## src/tfsf_pkg.sv

```systemverilog
// shared types, constants and station table for the track first station finder
// no dependencies

package tfsf_pkg;

    localparam int NUM_STATIONS_DEF = 42;
    localparam int TABLE_LEN        = 42;
    localparam int IDX_W            = 6;
    localparam int RAD_W            = 12;
    localparam int CFG_IDX_W        = 4;
    localparam int ACC_W            = 81;
    localparam int OP_W             = 4;

    localparam logic signed [10:0] NO_HIT_Z = -11'sd1000;

    localparam logic [CFG_IDX_W-1:0] CFG_INNER = CFG_IDX_W'(0);
    localparam logic [CFG_IDX_W-1:0] CFG_OUTER = CFG_IDX_W'(1);

    localparam logic [RAD_W-1:0] INNER_RESET = RAD_W'(131);
    localparam logic [RAD_W-1:0] OUTER_RESET = RAD_W'(670);

    localparam logic signed [10:0] STATION_MM [TABLE_LEN] = '{
        -11'sd175, -11'sd160, -11'sd145, -11'sd130, -11'sd115, -11'sd100,
        -11'sd85,  -11'sd70,  -11'sd55,  -11'sd40,  -11'sd25,  -11'sd10,
        11'sd5,    11'sd20,   11'sd35,   11'sd50,   11'sd65,   11'sd80,
        11'sd95,   11'sd110,  11'sd125,  11'sd140,  11'sd155,  11'sd170,
        11'sd185,  11'sd200,  11'sd215,  11'sd230,  11'sd245,  11'sd260,
        11'sd275,  11'sd290,  11'sd435,  11'sd450,  11'sd585,  11'sd600,
        11'sd635,  11'sd650,  11'sd685,  11'sd700,  11'sd735,  11'sd750
    };

    // datapath operations
    localparam logic [OP_W-1:0] OP_IDLE = 4'd0;
    localparam logic [OP_W-1:0] OP_LOAD = 4'd1;
    localparam logic [OP_W-1:0] OP_SU0  = 4'd2;
    localparam logic [OP_W-1:0] OP_SU1  = 4'd3;
    localparam logic [OP_W-1:0] OP_SU2  = 4'd4;
    localparam logic [OP_W-1:0] OP_SU3  = 4'd5;
    localparam logic [OP_W-1:0] OP_SU4  = 4'd6;
    localparam logic [OP_W-1:0] OP_DZ   = 4'd7;
    localparam logic [OP_W-1:0] OP_PD   = 4'd8;
    localparam logic [OP_W-1:0] OP_ABS  = 4'd9;
    localparam logic [OP_W-1:0] OP_SQ0  = 4'd10;
    localparam logic [OP_W-1:0] OP_SQ1  = 4'd11;
    localparam logic [OP_W-1:0] OP_SQ2  = 4'd12;
    localparam logic [OP_W-1:0] OP_OUT  = 4'd13;

    typedef struct packed {
        logic signed [23:0] mom_x;
        logic signed [23:0] mom_y;
        logic signed [23:0] mom_z;
        logic signed [15:0] vertex_x;
        logic signed [15:0] vertex_y;
        logic signed [15:0] vertex_z;
    } t_in_item;

    typedef struct packed {
        logic signed [10:0] hit_z;
        logic               hit_found;
        logic [5:0]         hit_station;
    } t_out_item;

    typedef struct packed {
        logic [CFG_IDX_W-1:0] index;
        logic [RAD_W-1:0]     value;
    } t_cfg_wr;

    typedef struct packed {
        logic [OP_W-1:0]  op;
        logic [IDX_W-1:0] idx;
        logic             found;
    } t_dp_cmd;

    typedef struct packed {
        logic pz_zero;
        logic dz_neg;
        logic hit;
    } t_dp_sts;

endpackage

```

## src/tfsf_cfg_regs.sv

```systemverilog
// acceptance radius registers written through the configuration channel
// depends on tfsf_pkg

module tfsf_cfg_regs import tfsf_pkg::*; (
    input  logic                 i_clk,
    input  logic                 i_rst_n,
    input  logic                 i_wr_en,
    input  logic [CFG_IDX_W-1:0] i_wr_index,
    input  logic [RAD_W-1:0]     i_wr_value,
    output logic [RAD_W-1:0]     o_inner_radius,
    output logic [RAD_W-1:0]     o_outer_radius
);

    logic [RAD_W-1:0] r_inner;
    logic [RAD_W-1:0] r_outer;

    always_ff @(posedge i_clk) begin
        if (!i_rst_n) begin
            r_inner <= INNER_RESET;
            r_outer <= OUTER_RESET;
        end else if (i_wr_en) begin
            case (i_wr_index)
                CFG_INNER: r_inner <= i_wr_value;
                CFG_OUTER: r_outer <= i_wr_value;
                default: ;
            endcase
        end
    end

    assign o_inner_radius = r_inner;
    assign o_outer_radius = r_outer;

endmodule

```

## config.mk

```make
export PLATFORM = sky130hd
export DESIGN_NAME = tfsf_cfg_regs
export DESIGN_NICKNAME = d
export VERILOG_FILES = /design/src/tfsf_pkg.sv /design/src/tfsf_cfg_regs.sv
export SDC_FILE = /design/constraint.sdc
export NUM_CORES = 1
export LEC_CHECK = 0
export BUFFER_PORTS_ARGS = -buffer_cell sky130_fd_sc_hd__buf_2
export CAP_MARGIN = 20
export CORE_ASPECT_RATIO = 1.25
export CORE_UTILIZATION = 48
export CTS_BUF_LIST = sky130_fd_sc_hd__clkbuf_4
export CTS_CLUSTER_SIZE = 8
export DETAILED_ROUTE_END_ITERATION = 8
export MAX_ROUTING_LAYER = met4
export PLACE_DENSITY = 0.82
export SLEW_MARGIN = 0
export SYNTH_ARGS = -nofsm -noshare
export SYNTH_HDL_FRONTEND = slang
export SYNTH_SLANG_ARGS = --single-unit
export TNS_END_PERCENT = 50
```

## constraint.sdc

```tcl
create_clock -name i_clk -period 1.5 [get_ports i_clk]
set_input_delay 0.075 -clock i_clk [delete_from_list [all_inputs] [get_ports i_clk]]
set_output_delay 0.075 -clock i_clk [all_outputs]
set_load 0.005 [all_outputs]
```

* Word level (Yosys, flattened, before mapping)
Cells that the tools add are included.
Word-level totals: bits in registers 24, bits of input ports 19, word-level logic and storage cells 6
Operators by class: eq/ne operators 1, reductions and logical operators 3
Operators with widths (count):
- 4-bit by 1-bit equality test with 1-bit output (second input constant) | 1
- 4-bit logical NOT | 1
- 2-bit AND reduction | 2

* Logic depth before layout (Yosys ltp)
word-level depth 2, mapped depth 4

* Worst setup path after synthesis
No wires, ideal clock.
path type input -> register, from input i_wr_index[1], to register r_inner[10] (netlist: o_inner_radius[10]), data arrival time 1.072 ns, data required time 1.428 ns, path slack 0.357 ns, setup time 0.072 ns, cell stages on the path 4, cell sequence nor4b_4 and2b_2 buf_6 mux2i_1
Between the ends: cells in the longest elaborated chain, start to end 2
RTL lines:
- from (decl) | RTL line tfsf_cfg_regs.sv:8 | input logic [CFG_IDX_W-1:0] i_wr_index,
- 4-bit logical NOT | RTL line tfsf_cfg_regs.sv:22 | case (i_wr_index)
- 2-bit AND reduction (no source line)
- to (signal assigned) | RTL line tfsf_cfg_regs.sv:23 | CFG_INNER: r_inner <= i_wr_value;
- to (decl) | RTL line tfsf_cfg_regs.sv:14 | logic [RAD_W-1:0] r_inner;
No other way between the ends. A chain may end at the register's enable or synchronous reset.

* Worst setup path after layout
Ends and elaborated chain as after synthesis.

==> metrics.sh <==
DP_CELLS=158
PLACE_CONGESTION=0.837
POWER_FRAC_COMB_PCT=8.9
FINAL_NETS=163
CELL_INTERNAL_PWR_mW=0.783
HOLD_VIOLATIONS=0
HP-CLASS='input pin to register'
REGAREA_UM2=480
SYNTHESIS.INSTANCES=102
ANTENNA-DIODE-COUNT=0
FINALCRITICALPERIOD_NS=0.961
DRT-WIRELENGTH-PER-CELL_UM=12.3
CRITICALPATHCATEGORY='input pin to register'
PORT_BUFFERS=42
GRT_MAX_DEGREE=27
PATH_CELLS='buf_2 -> nor4b_4 -> and2b_2 -> mux2i_1'
DIEWIDTH_UM=42.1
STATUS='finished, final reports clean'
ROUTED_WL_UM=1980
SYNTH.YOSYS.WARNINGS=0
DRIVE_GT1_SHARE_PCT=34.5
AREA.GROWTH.SYNTH_TO_FINAL_PCT=24.2
INSTANCES_NO_FILL=161
AVGSYNTHCELLAREA_UM2=9.47
PRE_CTS_WS_NS=0.201
LAYOUT.CELLS.MOST_COMMON_LIST='42 x sky130_fd_sc_hd__buf_2, 26 x sky130_fd_sc_hd__nand2_1, 24 x sky130_fd_sc_hd__dfxtp_1'
WORSTPATHMAXFANOUT=12
POST_SYNTH_INSTANCE_AREA_UM2=966
CLOCK_SINK_COUNT=24
PEAKVDDDROP_V=0.000446
SLEW_WORST_PIN_NS=0.401
SETUP_VIOL_COUNT_FINAL=0
FINALWORSTSETUPSLACK_NS=0.539
FLOORPLAN.CORE_AREA_MM2=0.00183
NETLIST-CELL-TYPE-COUNT=16
LAYOUT_COMMONEST_CELL='sky130_fd_sc_hd__buf_2'
VIAS_AFTER_DETAILED_ROUTING=814
ANT_NETS=0
PART_OF_THE_POWER_IN_THE_CLOCK_NETWORK_PCT=27.1
NFILLCELLS=163
FIN_TOTAL_PWR_mW=1.02
CTS-ROOT-BUF='sky130_fd_sc_hd__clkbuf_4'
SEQ_AREA_FRAC_SYNTH_PCT=49.7
UNREPAIRED_SETUP_ENDPOINTS_AFTER_GLOBAL_ROUTING='false'
DETAIL_ROUTE.VIAS_PER_CELL=5.06
CP_SLOWEST_CELL='sky130_fd_sc_hd__and2b_2'
POST-ROUTE-PERIOD-UTIL_PCT=64.0
ROWS=17
SETUP.WORST_PATH.END_CLASS='register'
SLEW_HEADROOM_PCT=73.2
POSTSYNTHREGISTERBITS=24
POSTCTSSETUPREPAIRBUFS=0
DRTITER0DRC=13
DETAILEDPLACEMENTHPWL_UM=1460
DESIGN.DIE.AREA_MM2=0.00220
DIE_Y_UM=52.2
GRT_ANTENNA_BEFORE_REPAIR=0
CTS_TREE='yes'
POWER.SHARE.SWITCHING_PCT=23.0
TIMING.CRITICAL_PATH.ARRIVAL_NS=1.20
FINALSETUPTNS_NS=0
SLOWEST_DELAY_NS=0.43
CTS-RESIZED-GATES=0
SYNTHESIS.NETS=121
POWER_PER_CELL_AREA_mW_PER_MM2=847
GRT_USAGE_PCT=19.3
NET_SWITCHING_POWER_FIGURE_mW=0.234
DRV_SLEW=0
NUMCTSBUFFERS=3
CTS_HTREE_LEVELS=1
CTS.REPORTEDPATHS.CLKPINSLEW_NS=0.12
CTS.HOLD.BUFFERS_ADDED=0
FIRST_GLOBAL_VIAS=729
DR.PASS1.ITERS=4
CRIT_PATH_START_KIND='input pin'
GRT_PASS1_WL_UM=3110
MAX_CLOCK_FREQ_MHz=1040
TIMING.CLOCK.SKEW_NS=0
FINAL_CORE_UTILIZATION_PCT=65.6
SEQPWRFRAC_PCT=64.0
MAX_CAP_CHECK_VIOLATION_COUNT=0
INSERTION_DELAY_NS=0.31
DRC_VIOLATIONS=0
FLOORPLAN.IO_PINS=43
CRITICAL_PATH_DATA_REQUIRED_TIME_NS=1.74
GRT_OVERFLOW=0
MULTIINPUTGATEAREA_UM2=429
CELLLEAKAGEPOWER_nW=0.571
START_UTIL_PCT=52.8
MAX-CLOCK-PATH-BUFFERS=2
==> cell families (layout without fill, tap and decap cells) <==
group | after synthesis | after routing | share of synthesized area [%]
and+or+nand+nor | 40 | 40 | 20.9
AOI/OAI and AO/OA | 9 | 9 | 5.96
buffers and inverters | 12 | 52 | 5.83
DFF | 24 | 24 | 49.7
muxes | 17 | 17 | 17.6
==> final timing paths <==
path                                        start            endpoint  slack [ns]  depth (start not counted)
worst max register to register  o_outer_radius[7]   o_outer_radius[7]        0.71                          3
worst max-delay path                i_wr_index[1]  o_inner_radius[10]        0.54                          4
worst min-delay path                i_wr_value[2]   o_inner_radius[2]        0.01                          3
worst min register to register  o_inner_radius[3]   o_inner_radius[3]        0.46                          2
==> metal layers <==
metal  global-route usage, %  up-vias  part of all wire [%]
met5                       -        -                     0
met4                    9.38        0                   1.4
met3                    3.47        4                   4.8
met2                    32.0       22                    50
met1                    22.9      368                    44
li1                        -      420                     -
==> area by class of cell <==
type,instances,share of cell area (%)
Clock buffer,3,1.88
Inverter,5,1.56
Multi-Input combinational cell,66,35.8
Sequential cell,24,40.0
Tap cell,19,1.98
Timing Repair Buffer,44,18.8
==> state kept, by name, indices dropped and copies added, names as in the netlist <==
signal          count
o_inner_radius     12
o_outer_radius     12
==> worst max-delay path, delay by kind of cell <==
kind | cells | cell delay, ns
AND/OR/NAND/NOR | 2 | 0.78
multiplexers | 1 | 0.23
buffers and inverters | 1 | 0.11
==> synthesized netlist by cell type <==
library cell / instances / share of area, %
sky130_fd_sc_hd__nor4b_4: 1 / 2.5
sky130_fd_sc_hd__buf_6: 1 / 1.2
sky130_fd_sc_hd__and2_1: 1 / 0.65
sky130_fd_sc_hd__o211ai_1: 5 / 3.9
sky130_fd_sc_hd__nand2_1: 26 / 10
sky130_fd_sc_hd__buf_4: 1 / 0.78
sky130_fd_sc_hd__dfxtp_1: 24 / 50
sky130_fd_sc_hd__a21oi_1: 4 / 2.1
sky130_fd_sc_hd__and2b_2: 1 / 0.91
sky130_fd_sc_hd__mux2i_1: 17 / 18
sky130_fd_sc_hd__inv_1: 5 / 1.9
sky130_fd_sc_hd__nand3_1: 4 / 2.1
sky130_fd_sc_hd__nand2b_1: 2 / 1.3
sky130_fd_sc_hd__nand3b_1: 1 / 0.78
sky130_fd_sc_hd__nor2b_1: 4 / 2.6
sky130_fd_sc_hd__clkbuf_1: 5 / 1.9
==> per-stage QoR <==
| step | cell area [um^2] | hold slack [ns] |
|---|---|---|
| 6_report | 1200 | 0.0105 |
| 5_1_grt | 1200 | 0.0175 |
| 4_1_cts | 1200 | 0.00645 |
| 3_5_place_dp | 1180 | 0.344 |
| 3_3_place_gp | 1180 | 0.341 |
| 2_1_floorplan | 966 | 0.217 |
==> power by group through the flow <==
stage               clock network [mW]  registers [mW]  logic [mW]
global route                     0.299           0.652       0.100
floorplan                            0           0.666      0.0461
finish                           0.275           0.651      0.0905
detailed placement                   0           0.665      0.0903
global placement                     0           0.665      0.0882
CTS                              0.283           0.651      0.0907
(Power assumes the default switching activity.)
