==> src/tfsf_pkg.sv <==
// shared types, constants and station table for the track first station finder
// no dependencies

package tfsf_pkg;

    localparam int NUM_STATIONS_DEF = 42;
    localparam int TABLE_LEN        = 42;
    localparam int IDX_W            = 6;
    localparam int RAD_W            = 12;
    localparam int CFG_IDX_W        = 4;
    localparam int ACC_W            = 81;
    localparam int OP_W             = 4;

    localparam logic signed [10:0] NO_HIT_Z = -11'sd1000;

    localparam logic [CFG_IDX_W-1:0] CFG_INNER = CFG_IDX_W'(0);
    localparam logic [CFG_IDX_W-1:0] CFG_OUTER = CFG_IDX_W'(1);

    localparam logic [RAD_W-1:0] INNER_RESET = RAD_W'(131);
    localparam logic [RAD_W-1:0] OUTER_RESET = RAD_W'(670);

    localparam logic signed [10:0] STATION_MM [TABLE_LEN] = '{
        -11'sd175, -11'sd160, -11'sd145, -11'sd130, -11'sd115, -11'sd100,
        -11'sd85,  -11'sd70,  -11'sd55,  -11'sd40,  -11'sd25,  -11'sd10,
        11'sd5,    11'sd20,   11'sd35,   11'sd50,   11'sd65,   11'sd80,
        11'sd95,   11'sd110,  11'sd125,  11'sd140,  11'sd155,  11'sd170,
        11'sd185,  11'sd200,  11'sd215,  11'sd230,  11'sd245,  11'sd260,
        11'sd275,  11'sd290,  11'sd435,  11'sd450,  11'sd585,  11'sd600,
        11'sd635,  11'sd650,  11'sd685,  11'sd700,  11'sd735,  11'sd750
    };

    // datapath operations
    localparam logic [OP_W-1:0] OP_IDLE = 4'd0;
    localparam logic [OP_W-1:0] OP_LOAD = 4'd1;
    localparam logic [OP_W-1:0] OP_SU0  = 4'd2;
    localparam logic [OP_W-1:0] OP_SU1  = 4'd3;
    localparam logic [OP_W-1:0] OP_SU2  = 4'd4;
    localparam logic [OP_W-1:0] OP_SU3  = 4'd5;
    localparam logic [OP_W-1:0] OP_SU4  = 4'd6;
    localparam logic [OP_W-1:0] OP_DZ   = 4'd7;
    localparam logic [OP_W-1:0] OP_PD   = 4'd8;
    localparam logic [OP_W-1:0] OP_ABS  = 4'd9;
    localparam logic [OP_W-1:0] OP_SQ0  = 4'd10;
    localparam logic [OP_W-1:0] OP_SQ1  = 4'd11;
    localparam logic [OP_W-1:0] OP_SQ2  = 4'd12;
    localparam logic [OP_W-1:0] OP_OUT  = 4'd13;

    typedef struct packed {
        logic signed [23:0] mom_x;
        logic signed [23:0] mom_y;
        logic signed [23:0] mom_z;
        logic signed [15:0] vertex_x;
        logic signed [15:0] vertex_y;
        logic signed [15:0] vertex_z;
    } t_in_item;

    typedef struct packed {
        logic signed [10:0] hit_z;
        logic               hit_found;
        logic [5:0]         hit_station;
    } t_out_item;

    typedef struct packed {
        logic [CFG_IDX_W-1:0] index;
        logic [RAD_W-1:0]     value;
    } t_cfg_wr;

    typedef struct packed {
        logic [OP_W-1:0]  op;
        logic [IDX_W-1:0] idx;
        logic             found;
    } t_dp_cmd;

    typedef struct packed {
        logic pz_zero;
        logic dz_neg;
        logic hit;
    } t_dp_sts;

endpackage

==> src/tfsf_ctrl.sv <==
// controller: setup sequence, station scan and result hand-off
// depends on tfsf_pkg

module tfsf_ctrl import tfsf_pkg::*; #(
    parameter int NUM_STATIONS = NUM_STATIONS_DEF
) (
    input  logic    i_clk,
    input  logic    i_rst_n,
    input  logic    i_in_valid,
    output logic    o_in_ready,
    input  logic    i_out_ready,
    output logic    o_out_valid,
    output t_dp_cmd o_cmd,
    input  t_dp_sts i_sts
);

    localparam int SCAN_LEN = (NUM_STATIONS < TABLE_LEN) ? NUM_STATIONS : TABLE_LEN;
    localparam logic [IDX_W-1:0] LAST_IDX = IDX_W'(SCAN_LEN - 1);

    localparam logic [3:0] S_IDLE = 4'd0;
    localparam logic [3:0] S_SU0  = 4'd1;
    localparam logic [3:0] S_SU1  = 4'd2;
    localparam logic [3:0] S_SU2  = 4'd3;
    localparam logic [3:0] S_SU3  = 4'd4;
    localparam logic [3:0] S_SU4  = 4'd5;
    localparam logic [3:0] S_DZ   = 4'd6;
    localparam logic [3:0] S_PD   = 4'd7;
    localparam logic [3:0] S_ABS  = 4'd8;
    localparam logic [3:0] S_SQ0  = 4'd9;
    localparam logic [3:0] S_SQ1  = 4'd10;
    localparam logic [3:0] S_SQ2  = 4'd11;
    localparam logic [3:0] S_CMP  = 4'd12;
    localparam logic [3:0] S_FIN  = 4'd13;

    logic [3:0]       r_state, n_state;
    logic [IDX_W-1:0] r_idx, n_idx;
    logic             r_found, n_found;
    logic             r_out_valid, n_out_valid;
    logic [OP_W-1:0]  w_op;
    logic             w_in_ready;

    always_comb begin
        n_state     = r_state;
        n_idx       = r_idx;
        n_found     = r_found;
        n_out_valid = r_out_valid;
        w_op        = OP_IDLE;
        w_in_ready  = 1'b0;
        if (r_out_valid && i_out_ready) begin
            n_out_valid = 1'b0;
        end
        case (r_state)
            S_IDLE: begin
                w_in_ready = 1'b1;
                if (i_in_valid) begin
                    w_op    = OP_LOAD;
                    n_idx   = '0;
                    n_found = 1'b0;
                    n_state = S_SU0;
                end
            end
            S_SU0: begin
                if (i_sts.pz_zero) begin
                    n_state = S_FIN;
                end else begin
                    w_op    = OP_SU0;
                    n_state = S_SU1;
                end
            end
            S_SU1: begin
                w_op    = OP_SU1;
                n_state = S_SU2;
            end
            S_SU2: begin
                w_op    = OP_SU2;
                n_state = S_SU3;
            end
            S_SU3: begin
                w_op    = OP_SU3;
                n_state = S_SU4;
            end
            S_SU4: begin
                w_op    = OP_SU4;
                n_state = S_DZ;
            end
            S_DZ: begin
                w_op    = OP_DZ;
                n_state = S_PD;
            end
            S_PD: begin
                if (i_sts.dz_neg) begin
                    // station upstream of the vertex
                    if (r_idx == LAST_IDX) begin
                        n_state = S_FIN;
                    end else begin
                        n_idx   = r_idx + 1'b1;
                        n_state = S_DZ;
                    end
                end else begin
                    w_op    = OP_PD;
                    n_state = S_ABS;
                end
            end
            S_ABS: begin
                w_op    = OP_ABS;
                n_state = S_SQ0;
            end
            S_SQ0: begin
                w_op    = OP_SQ0;
                n_state = S_SQ1;
            end
            S_SQ1: begin
                w_op    = OP_SQ1;
                n_state = S_SQ2;
            end
            S_SQ2: begin
                w_op    = OP_SQ2;
                n_state = S_CMP;
            end
            S_CMP: begin
                if (i_sts.hit) begin
                    n_found = 1'b1;
                    n_state = S_FIN;
                end else if (r_idx == LAST_IDX) begin
                    n_state = S_FIN;
                end else begin
                    n_idx   = r_idx + 1'b1;
                    n_state = S_DZ;
                end
            end
            S_FIN: begin
                if (!r_out_valid || i_out_ready) begin
                    w_op        = OP_OUT;
                    n_out_valid = 1'b1;
                    n_state     = S_IDLE;
                end
            end
            default: begin
                n_state = S_IDLE;
            end
        endcase
    end

    always_ff @(posedge i_clk) begin
        if (!i_rst_n) begin
            r_state     <= S_IDLE;
            r_idx       <= '0;
            r_found     <= 1'b0;
            r_out_valid <= 1'b0;
        end else begin
            r_state     <= n_state;
            r_idx       <= n_idx;
            r_found     <= n_found;
            r_out_valid <= n_out_valid;
        end
    end

    assign o_in_ready  = w_in_ready;
    assign o_out_valid = r_out_valid;
    assign o_cmd.op    = w_op;
    assign o_cmd.idx   = r_idx;
    assign o_cmd.found = r_found;

endmodule

==> config.mk <==
export PLATFORM = sky130hd
export DESIGN_NAME = tfsf_ctrl
export DESIGN_NICKNAME = d
export VERILOG_FILES = /design/src/tfsf_pkg.sv /design/src/tfsf_ctrl.sv
export SDC_FILE = /design/constraint.sdc
export NUM_CORES = 1
export LEC_CHECK = 0
export ABC_AREA = 1
export BUFFER_PORTS_ARGS = -buffer_cell sky130_fd_sc_hd__buf_4
export CAP_MARGIN = 0
export CORE_UTILIZATION = 45
export CTS_BUF_LIST = sky130_fd_sc_hd__clkbuf_8 sky130_fd_sc_hd__clkbuf_16
export CTS_CLUSTER_DIAMETER = 200
export DETAILED_ROUTE_END_ITERATION = 6
export PLACE_DENSITY_LB_ADDON = 0.15
export SYNTH_ARGS = -nofsm -noshare
export SYNTH_HDL_FRONTEND = slang
export SYNTH_SLANG_ARGS = --single-unit
==> constraint.sdc <==
create_clock -name i_clk -period 1.9 [get_ports i_clk]
set_clock_uncertainty 0.2 [all_clocks]
set_input_delay 0.38 -clock i_clk [delete_from_list [all_inputs] [get_ports i_clk]]
set_output_delay 0.38 -clock i_clk [all_outputs]
set_load 0.1 [all_outputs]
; Yosys cells after proc, flatten, opt, wreduce, memory -nomap -nowiden
; Cells that the tools add are included.
[op_classes]
n_addsub = 1
eq_ne = 19
muxes = 24
reduce_logical = 9
[op_table]
columns = op, count
row1 = 4-bit one-hot mux with 14 select lines, 1
row2 = 4-bit one-hot mux with 13 select lines, 1
row3 = 4-bit 2-to-1 mux, 8
row4 = 4-bit == test (second input constant), 6
row5 = 6-bit 2-to-1 mux, 4
row6 = 6-bit one-hot mux with 3 select lines, 1
row7 = 4-bit by 3-bit == test with 1-bit output (second input constant), 4
row8 = 2-bit inequality test (second input constant), 5
row9 = 4-bit by 2-bit == test with 1-bit output (second input constant), 2
row10 = 1-bit 2-to-1 mux, 7
row11 = 6-bit by 1-bit adder with 6-bit output (second input constant), 1
row12 = 6-bit == test (second input constant), 1
row13 = 4-bit by 1-bit == test with 1-bit output (second input constant), 1
row14 = 4-bit zero test, 1
row15 = 4-bit AND reduction, 1
row16 = 3-bit AND reduction, 1
row17 = 3-bit nonzero test, 1
row18 = 2-bit 2-to-1 mux, 1
row19 = 1-bit one-hot mux with 2 select lines, 1
row20 = 2-bit AND reduction, 1
row21 = 2-bit nonzero test, 1
row22 = 1-bit logical AND, 1
row23 = 1-bit zero test, 1
row24 = 1-bit logical OR, 1
[totals]
register_bits = 12
in_bits = 7
out_inout_bits = 13
wordCells = 57

; Logic depth before layout (Yosys ltp)
[depth]
ltp_word = 4
ltp_mapped = 11
depth_no_buf = 11

; Least setup slack after synthesis
; OpenSTA, ideal clock, no wires.
[synth_path]
path_kind = flip-flop to output port
startpoint = reg r_out_valid (netlist: o_out_valid)
endpoint = out o_cmd[7] (netlist name)
arrival_ns = 2.311
t_required_ns = 1.320
setup_slack_ns = -0.991
stages_incl_launch_ff = 6
path_cell_list = dfxtp_1 inv_1 o21ai_0 o21ai_0 a21oi_1 o211ai_1
[synth_lines]
columns = item, line
row1 = start: declaration, tfsf_ctrl.sv:38  ; logic r_out_valid, n_out_valid;
row2 = start signal: assignment, tfsf_ctrl.sv:154  ; r_out_valid <= n_out_valid;
row3 = end: declaration, tfsf_ctrl.sv:13  ; output t_dp_cmd o_cmd,

==> results.py <==
metrics = {
    "outcome": {
        "outcome": "finished with violations",
        "violations": "negative setup slack",
    },
    "critical_path": {
        "reg2reg_depth": 14,
        "r2r-end": "r_state[1]",
        "required_ps": 1320,
        "start_kind": "flop",
        "cp_max_fo": 3,
        "r2r-start": "r_state[0]",
        "arrival_ps": 1460,
        "critPathLaunch": "r_state[1]",
        "endpoint_kind": "primary output",
        "regToRegSetupSlack_ps": -90,
        "criticalPathCategory": "reg2out",
    },
    "global_routing": {
        "grt_antenna_before_repair": 0,
        "overflow": 0,
        "grt_max_degree": 9,
        "grt_pass1_wl_um": 4657,
        "grt_pass1_vias": 1093,
        "track_usage": 0.2500,
    },
    "floorplanning": {
        "coreArea_mm2": 0.001982,
        "die_x_um": 48.30,
        "io_pins": 20,
        "die_h_um": 48.30,
        "rows": 16,
        "initial_core_util": 0.4867,
        "die_area_mm2": 0.002333,
    },
    "sta": {
        "period_share": 1.071,
        "period_needed_ps": 2035,
        "final-setup-viol-count": 5,
        "rsz0062_at_grt": "true",
        "slew_headroom": 0.7817,
        "holdWs_ps": 187.3,
        "fin_tns_setup_ps": -413.7,
        "tightest_slew_ps": 324.0,
        "slew_violations": 0,
        "fmax_mhz": 491.3,
        "hold_viol": 0,
        "finalWorstSetupSlack_ps": -135.4,
    },
    "cells_and_area": {
        "fin_cells": 228,
        "antenna_cells": 0,
        "fin_nets": 211,
        "drive_gt1_frac": 0.4876,
        "final_util": 0.7790,
        "area_delta_synth_final_pct": 60.05,
        "final_area_mm2": 0.001544,
    },
    "route": {
        "vias": 1166,
        "drc": 0,
        "drt-initial-drc-count": 63,
        "via_per_inst": 5.114,
        "antenna_left": 0,
        "firstDrtPassIters": 4,
        "wl_per_cell_um": 13.22,
        "drt_wl_total_um": 3015,
    },
    "placement": {
        "post-place-cells": 217,
        "port_buffers": 19,
        "place_area_mm2": 0.001280,
        "dp_hpwl_um": 1977,
        "place_congestion": 0.8654,
    },
    "clock_tree": {
        "cts_num_sinks": 12,
        "h-tree-depth": 1,
        "tritoncts": "built",
        "path_clk_slew_ps": 50,
        "clock_path_buffers": 2,
        "clk_latency_ps": 240,
        "root_buffer": "clkbuf_8",
        "cts_buffers": 3,
    },
    "synthesis": {
        "synth_top_area_cell": "dfxtp_1",
        "ys_ff_latch": 12,
        "netlist-cell-type-count": 22,
        "synth_top_area_share": 0.2490,
        "syn-num-nets": 165,
        "synth_enable_flop_cells": 0,
        "synth_area_um2": 964.7,
        "synthArstFlopShare": 0,
        "seq_area_frac_synth": 0.2490,
        "synthFlopType": "dfxtp_1",
        "synth_cells": 156,
        "syn-mean-instance-area_um2": 6.184,
        "ys_top_cells_by_area": "dfxtp_1 25%, nand2_1 13%, inv_1 10%",
        "yosys_warnings": 0,
    },
    "power_and_ir_drop": {
        "p_leak_nw": 0.7522,
        "vdd_drop_max_mv": 1.420,
        "power_density_mw_per_mm2": 2060,
    },
    "run": {
        "cap_violations": 0,
    },
    "min_path": {
        "min-delay-start": "i_rst_n",
        "hold_end": "r_state[1]",
        "hold_path.class": "in2reg",
        "whs_path_depth": 3,
    },
}
state kept, by name, summed over array words and instances (netlist names):
register     cells
r_idx            6
r_found          1
r_state          4
o_out_valid      1
cells in the mapped netlist (4+ instances only):
master   number
dfxtp_1      12
nand3_1      14
nor2_1       19
a21oi_1      11
nand2_4       6
nand2_1      34
nor2_2        4
o21ai_0       6
nand2_2       6
inv_1        26
cells in the final DEF, fill, tap and decap left out, types with 2 or more instances in the layout:
cell type	Yosys	layout
dfxtp_2	0	8
dfxtp_4	0	3
clkbuf_8	0	4
buf_6	0	4
nand2_2	6	9
xor2_1	2	2
o211ai_1	2	2
nor2_4	2	8
nor2_1	19	14
buf_4	1	36
o21ai_0	6	4
nand2_4	6	9
o21bai_1	2	2
a21oi_1	11	10
buf_12	0	3
inv_1	26	21
inv_2	1	4
nand2_1	34	28
nor2_2	4	3
o21ai_2	0	2
nand3_1	14	13
ha_1	2	2
what timing repair did:
action | in CTS | in global routing
endpoints found under the setup margin | 5 | 6
setup buffers | 6 | 1
pin swaps | 3 | 5
gates resized for setup | 30 | 16
cloned | 0 | 0
hold buffers | 0 | 0
critical path, cell delays in order, from the launching register on:
cell and delay [ps]:
dfxtp_2 330, buf_4 140, nor2_4 150, nand2_4 90, clkinvlp_4 80, a21oi_2 40, o211ai_1 110, buf_6 260
metrics by stage:
step	power, mW	setup slack, ps
after floorplan	1.737	-700.7
after global placement	2.279	-51.82
after detailed placement	2.297	-106.5
after CTS	2.925	-97.10
after global routing	3.312	-194.1
final	3.180	-135.4
layer usage:
metal	global-route usage	share of wire	routed length, um	vias up
met2	0.4507	0.50	1506	32
met5	0	0	0	-
met4	0.02451	0.015	46	0
li1	-	-	-	574
met3	0.05031	0.041	123	10
met1	0.3166	0.44	1338	550
cell families after synthesis:
logic type / count (synthesis) / share of synthesized area
AND/OR/NAND/NOR: 88 / 0.4540
buffers and inverters: 29 / 0.1180
AO/OA/AOI/OAI: 22 / 0.1258
flip-flops: 12 / 0.2490
XOR/XNOR: 3 / 0.02724
adder cells (fa/ha/maj): 2 / 0.02594
worst max path at each step:
stage               endpoint  cells past startpoint
floorplan           o_cmd[7]                      4
global placement    o_cmd[7]                      6
detailed placement  o_cmd[7]                      6
CTS                 o_cmd[7]                      5
global route        o_cmd[7]                      7
finish              o_cmd[7]                      7
cell type report:
type / instances / area [um2]
Tap cell: 27 / 33.78
Multi-Input combinational cell: 115 / 710.7
Timing Repair Buffer: 43 / 375.4
Clock buffer: 4 / 55.05
Sequential cell: 12 / 261.5
Fill cell: 130 / 437.9
Inverter: 27 / 107.6
where the power goes:
group	switching [mW]	internal (mW)
clock network	0.0996	0.183
logic	1.55	0.931
registers	0.0914	0.321
total	1.75	1.43
(Power assumes the default switching activity.)
